[config.mk]
export PLATFORM = sky130hd
export DESIGN_NAME = grmc_div
export DESIGN_NICKNAME = d
export VERILOG_FILES = /design/src/design/assert_macros.svh /design/src/design/grmc_pkg.sv /design/src/design/grmc_div.sv
export SDC_FILE = /design/constraint.sdc
export NUM_CORES = 1
export LEC_CHECK = 0
export BUFFER_PORTS_ARGS = -buffer_cell sky130_fd_sc_hd__buf_2
export CAP_MARGIN = 20
export CORE_MARGIN = 3
export CORE_UTILIZATION = 40
export CTS_CLUSTER_SIZE = 8
export DETAILED_ROUTE_END_ITERATION = 12
export SLEW_MARGIN = 20
export SYNTH_ARGS = -nofsm -noshare
export SYNTH_HDL_FRONTEND = slang
export SYNTH_SLANG_ARGS = --single-unit
export TNS_END_PERCENT = 1
[constraint.sdc]
create_clock -name clock -period 3.8 [get_ports clock]
set_input_delay 0.76 -clock clock [delete_from_list [all_inputs] [get_ports clock]]
set_output_delay 0.76 -clock clock [all_outputs]
set_load 0.05 [all_outputs]
[src/design/assert_macros.svh]
// ----------------------------------------------------------------------------
// Assertion macros
// Shared concurrent assertion forms for the ray march column block.
// ----------------------------------------------------------------------------
`ifndef ASSERT_MACROS_SVH
`define ASSERT_MACROS_SVH

// condition holds at every clock edge out of reset
`define GRMC_ASSERT_ALWAYS(lbl, clk, rst, cond) \
   lbl: assert property (@(posedge clk) disable iff (rst) (cond)) \
      else $error("assertion failed");

// antecedent implies consequent in the same cycle
`define GRMC_ASSERT_IMPL(lbl, clk, rst, ante, cons) \
   lbl: assert property (@(posedge clk) disable iff (rst) (ante) |-> (cons)) \
      else $error("assertion failed");

`endif

[src/design/grmc_pkg.sv]
`timescale 1ns / 1ps
// ----------------------------------------------------------------------------
// grmc_pkg
// Constants, types and helpers shared by the ray march column block.
// ----------------------------------------------------------------------------
package grmc_pkg;

   localparam int MAP_DIM      = 64;
   localparam int MAP_LAYERS   = 4;
   localparam int SCREEN_W     = 1000;
   localparam int SCREEN_H     = 600;
   localparam int MAX_DEPTH_Q8 = 4096;
   localparam int STEP_Q8      = 26;

   localparam int NO_HIT_COLOUR = 4;
   localparam int HALF_CELL_Q8  = 128;

   localparam int MAP_DEPTH = MAP_LAYERS * MAP_DIM * MAP_DIM;
   localparam int ADDR_W    = $clog2(MAP_DEPTH);
   localparam int CIDX_W    = $clog2(MAP_DIM);
   localparam int SIZE_W    = 9;
   localparam int D_W       = 15;
   localparam int TOPQ_W    = 21;

   localparam int DIV_NUM_W = 48;
   localparam int DIV_DEN_W = 32;
   localparam int DIV_CNT_W = $clog2(DIV_NUM_W);

   // ceil(2^36 / SCREEN_W); exact floor division for products below 2^26
   localparam int         ANG_SHIFT = 36;
   localparam logic [26:0] ANG_RECIP = 27'd68719477;

   localparam logic [2:0] CSR_VIEWER_X     = 3'd0;
   localparam logic [2:0] CSR_VIEWER_Y     = 3'd1;
   localparam logic [2:0] CSR_VIEWER_LAYER = 3'd2;
   localparam logic [2:0] CSR_VIEW_HEADING = 3'd3;
   localparam logic [2:0] CSR_VIEW_SPREAD  = 3'd4;
   localparam logic [2:0] CSR_GRID_WIDTH   = 3'd5;
   localparam logic [2:0] CSR_GRID_HEIGHT  = 3'd6;

   localparam logic ACT_CAST  = 1'b0;
   localparam logic ACT_WRITE = 1'b1;

   typedef struct packed {
      logic busy;
      logic done;
   } div_stat_type;

   function automatic logic [ADDR_W-1:0] map_addr(input logic [1:0] layer,
                                                 input logic [CIDX_W-1:0] y,
                                                 input logic [CIDX_W-1:0] x);
      map_addr = ADDR_W'((int'(layer) * MAP_DIM + int'(y)) * MAP_DIM + int'(x));
   endfunction

endpackage

[src/design/grmc_div.sv]
`timescale 1ns / 1ps
// ----------------------------------------------------------------------------
// grmc_div
// Restoring unsigned divider, one quotient bit per cycle.
// ----------------------------------------------------------------------------
module grmc_div (
   input  logic                           clock,
   input  logic                           reset,
   input  logic                           start,
   input  logic [grmc_pkg::DIV_NUM_W-1:0] num,
   input  logic [grmc_pkg::DIV_DEN_W-1:0] den,
   output grmc_pkg::div_stat_type         stat,
   output logic [grmc_pkg::DIV_NUM_W-1:0] quo
);
   import grmc_pkg::*;

   logic [DIV_CNT_W-1:0] cnt_ff, cnt_in;
   logic [DIV_DEN_W:0]   rem_ff, rem_in, rem_sh;
   logic [DIV_NUM_W-1:0] acc_ff, acc_in;
   logic [DIV_DEN_W-1:0] den_ff, den_in;
   logic                 busy_ff, busy_in;
   logic                 done_ff, done_in;
   logic                 ge;

   always_comb begin
      rem_sh  = {rem_ff[DIV_DEN_W-1:0], acc_ff[DIV_NUM_W-1]};
      ge      = rem_sh >= {1'b0, den_ff};
      cnt_in  = cnt_ff;
      rem_in  = rem_ff;
      acc_in  = acc_ff;
      den_in  = den_ff;
      busy_in = busy_ff;
      done_in = 1'b0;
      if (start && !busy_ff) begin
         cnt_in  = '0;
         rem_in  = '0;
         acc_in  = num;
         den_in  = den;
         busy_in = 1'b1;
      end else if (busy_ff) begin
         rem_in = ge ? rem_sh - {1'b0, den_ff} : rem_sh;
         acc_in = {acc_ff[DIV_NUM_W-2:0], ge};
         cnt_in = cnt_ff + 1'b1;
         if (cnt_ff == DIV_CNT_W'(DIV_NUM_W - 1)) begin
            busy_in = 1'b0;
            done_in = 1'b1;
         end
      end
   end

   always_ff @(posedge clock) begin
      if (reset) begin
         busy_ff <= 1'b0;
         done_ff <= 1'b0;
         cnt_ff  <= '0;
      end else begin
         busy_ff <= busy_in;
         done_ff <= done_in;
         cnt_ff  <= cnt_in;
      end
      rem_ff <= rem_in;
      acc_ff <= acc_in;
      den_ff <= den_in;
   end

   assign stat.busy = busy_ff;
   assign stat.done = done_ff;
   assign quo       = acc_ff;

endmodule

==> impl_metrics.ini <==
[global_route]
grt_max_degree = 74
antenna_found_initial = 0
grt_pass1_wl_um = 23800
first_global_vias = 5051
grt_overflow = 0
groute.usage.overall_pct = 16.7

[place]
dp_hpwl_um = 10100
post-place-ws_ns = 0.878
gp_congestion = 0.859
portBuffers = 132

[route]
wl_per_cell_um = 15.3
dr.pass1.iters = 5
drc = 0
wl_um = 14300
drtAntennaViolNets = 0
vias = 4912
avgViaCountPerCell = 5.25
first_iter_violations = 204

[cts]
post-cts-setup-buffers = 0
cts_tree = built
clockBufferDepth = 2
cts-root-buf = clkbuf_16
cts_made_buffers = 17
clkTransAtPathRegs_ns = 0.06
cts.repair.resized = 0
cts-htree-levels = 4
clk_latency_ns = 0.41
ctsHoldBuffers = 0
cts_sinks = 120

[cells_and_area]
nets = 829
final_cell_mix = buf_2, edfxtp_1, mux2_2
num_antenna_cells = 0
drive_gt1_share_pct = 30.7
mostFrequentLayoutCell = buf_2
syn2layout_area_growth_pct = 22.6
nFillCells = 1400
fin_util_pct = 50.6

[synth]
netlist_area_um2 = 6350
synthCells = 581
synth-seq-cells = 120
synth_area_leaders = edfxtp_1, dfxtp_1, mux2_2
synth.distinct_cells = 54
dominantRegCellSynth = edfxtp_1
syn_nets = 698
ys.warnings.count = 0
postSynth.asyncResetShare_pct = 0
synth_edf_count = 80
synth_top_area_share_pct = 37.8
ys_seq_area_share_pct = 50.5
syn_area_per_cell_um2 = 10.9
yosysTopAreaCell = edfxtp_1

[sta]
fin_skew_ns = 0.00856
final.min_clock_period_ns = 2.92
setup_viol = 0
finalWorstSetupSlack_ns = 0.877
rsz0062_at_grt = no
fmax_mhz = 342
finalCritPeriodShare_pct = 76.9
drv_slew = 0
finalHoldViolCount = 0
fin_tns_setup_ns = 0
worst_pin_slew_ns = 0.844
relSlewSlack_pct = 43.7

[setup_path]
critical_path_class = register to register
cp_max_fo = 47
crit_path_start_kind = register
worstPathArrival_ns = 3.28
cp-end-kind = register
cp_data_required_time_ns = 4.15

[power]
irDropWorstVdd_mv = 0.361
p_per_area_nw_per_um2 = 477
p_leak_nw = 3.23

[status]
status = finished clean

[die]
fp.dieH_um = 132
rows = 45
pin_count = 133
die_area_um2 = 17400
core_area_um2 = 15400
start_util_pct = 41.3
die_w_um = 132

[hold_path]
hp-class = register to register

[run]
drv_cap = 0
## cells by family after synthesis
family / count (synthesis) / synth area share [%]
buffers and inverters: 67 / 4.44
flip-flops: 120 / 50.5
adder cells (fa/ha/maj): 34 / 6.82
AND/OR/NAND/NOR: 151 / 11.6
multiplexers: 55 / 9.60
XOR/XNOR: 28 / 3.86
AO/OA/AOI/OAI: 126 / 13.2
## metal layers
layer  GRT usage, %  routed length, µm  up-vias
li1               -                  -     2429
met1           19.7               6280     2312
met2           27.3               6640      146
met3           7.33               1110       25
met4           5.43                240        0
met5              0                  0        -
## area by class of cell
type / instances / area, µm² / area share, %
flip-flops and latches: 120 / 3200 / 41.2
multi-input cells: 394 / 2870 / 36.9
repair buffers: 137 / 711 / 9.13
clock buffers: 18 / 429 / 5.51
well taps: 211 / 264 / 3.39
inverters: 42 / 158 / 2.03
clock inverters: 13 / 148 / 1.90
## sequential cells by signal, summed over array words and instances, names as in the netlist
| signal | cells |
|---|---|
| quo | 48 |
| den_ff | 32 |
| rem_ff | 32 |
| cnt_ff | 6 |
| busy_ff | 1 |
| done_ff | 1 |
## metrics by stage
step	std cells	cell area (µm²)	hold WS, ns	power, W
floorplan	581	6350	0.446	0.00202
detailed placement	904	7210	0.469	0.00219
global route	935	7780	0.492	0.00387
global placement	904	7210	0.462	0.00218
finish	935	7780	0.474	0.00371
CTS	935	7780	0.477	0.00376
## cell usage after synthesis, drive strengths merged, types with 2 or more instances
| library cell | number |
|---|---|
| nand2b | 7 |
| nor2b | 7 |
| nand4 | 8 |
| buf | 17 |
| a211oi | 5 |
| or3 | 3 |
| nand2 | 42 |
| edfxtp | 80 |
| nor3 | 10 |
| mux2i | 8 |
| o22ai | 2 |
| a21o | 6 |
| and3 | 4 |
| xor2 | 13 |
| nor2 | 27 |
| ha | 33 |
| nand3 | 32 |
| nor3b | 4 |
| dfxtp | 40 |
| a221oi | 2 |
| clkbuf | 8 |
| o31ai | 4 |
| o311ai | 18 |
| or2 | 3 |
| o21ai | 23 |
| inv | 42 |
| o21a | 3 |
| mux2 | 47 |
| a32oi | 4 |
| a21oi | 36 |
| a31oi | 4 |
| xnor2 | 15 |
| o211ai | 3 |
| o21bai | 9 |
## power breakdown
| group | internal, W | switching (W) |
|---|---|---|
| Combinational | 0.000191 | 0.000415 |
| Sequential | 0.00151 | 0.0000453 |
| Clock | 0.000967 | 0.000588 |
## critical path: stages, from the launching register on
cell and delay [ns]:
dfxtp_1 0.34, ha_1 0.37, a21oi_1 0.19, o21ai_1 0.12, a221oi_1 0.42, nor2_1 0.10, a21o_1 0.19, o21ai_2 0.22
a21o_1 0.14, buf_4 0.40, and3_1 0.24, a221o_1 0.12
## worst paths after layout
path                                  from         end  slack [ns]  depth (start not counted)
worst max-delay path            rem_ff[15]  rem_ff[11]        0.88                         11
worst min-delay path            rem_ff[27]  rem_ff[27]        0.47                          2
worst max register to register  rem_ff[15]  rem_ff[11]        0.88                         11
worst min register to register  rem_ff[27]  rem_ff[27]        0.47                          2
Note: power is estimated with default switching activity, not from simulation.
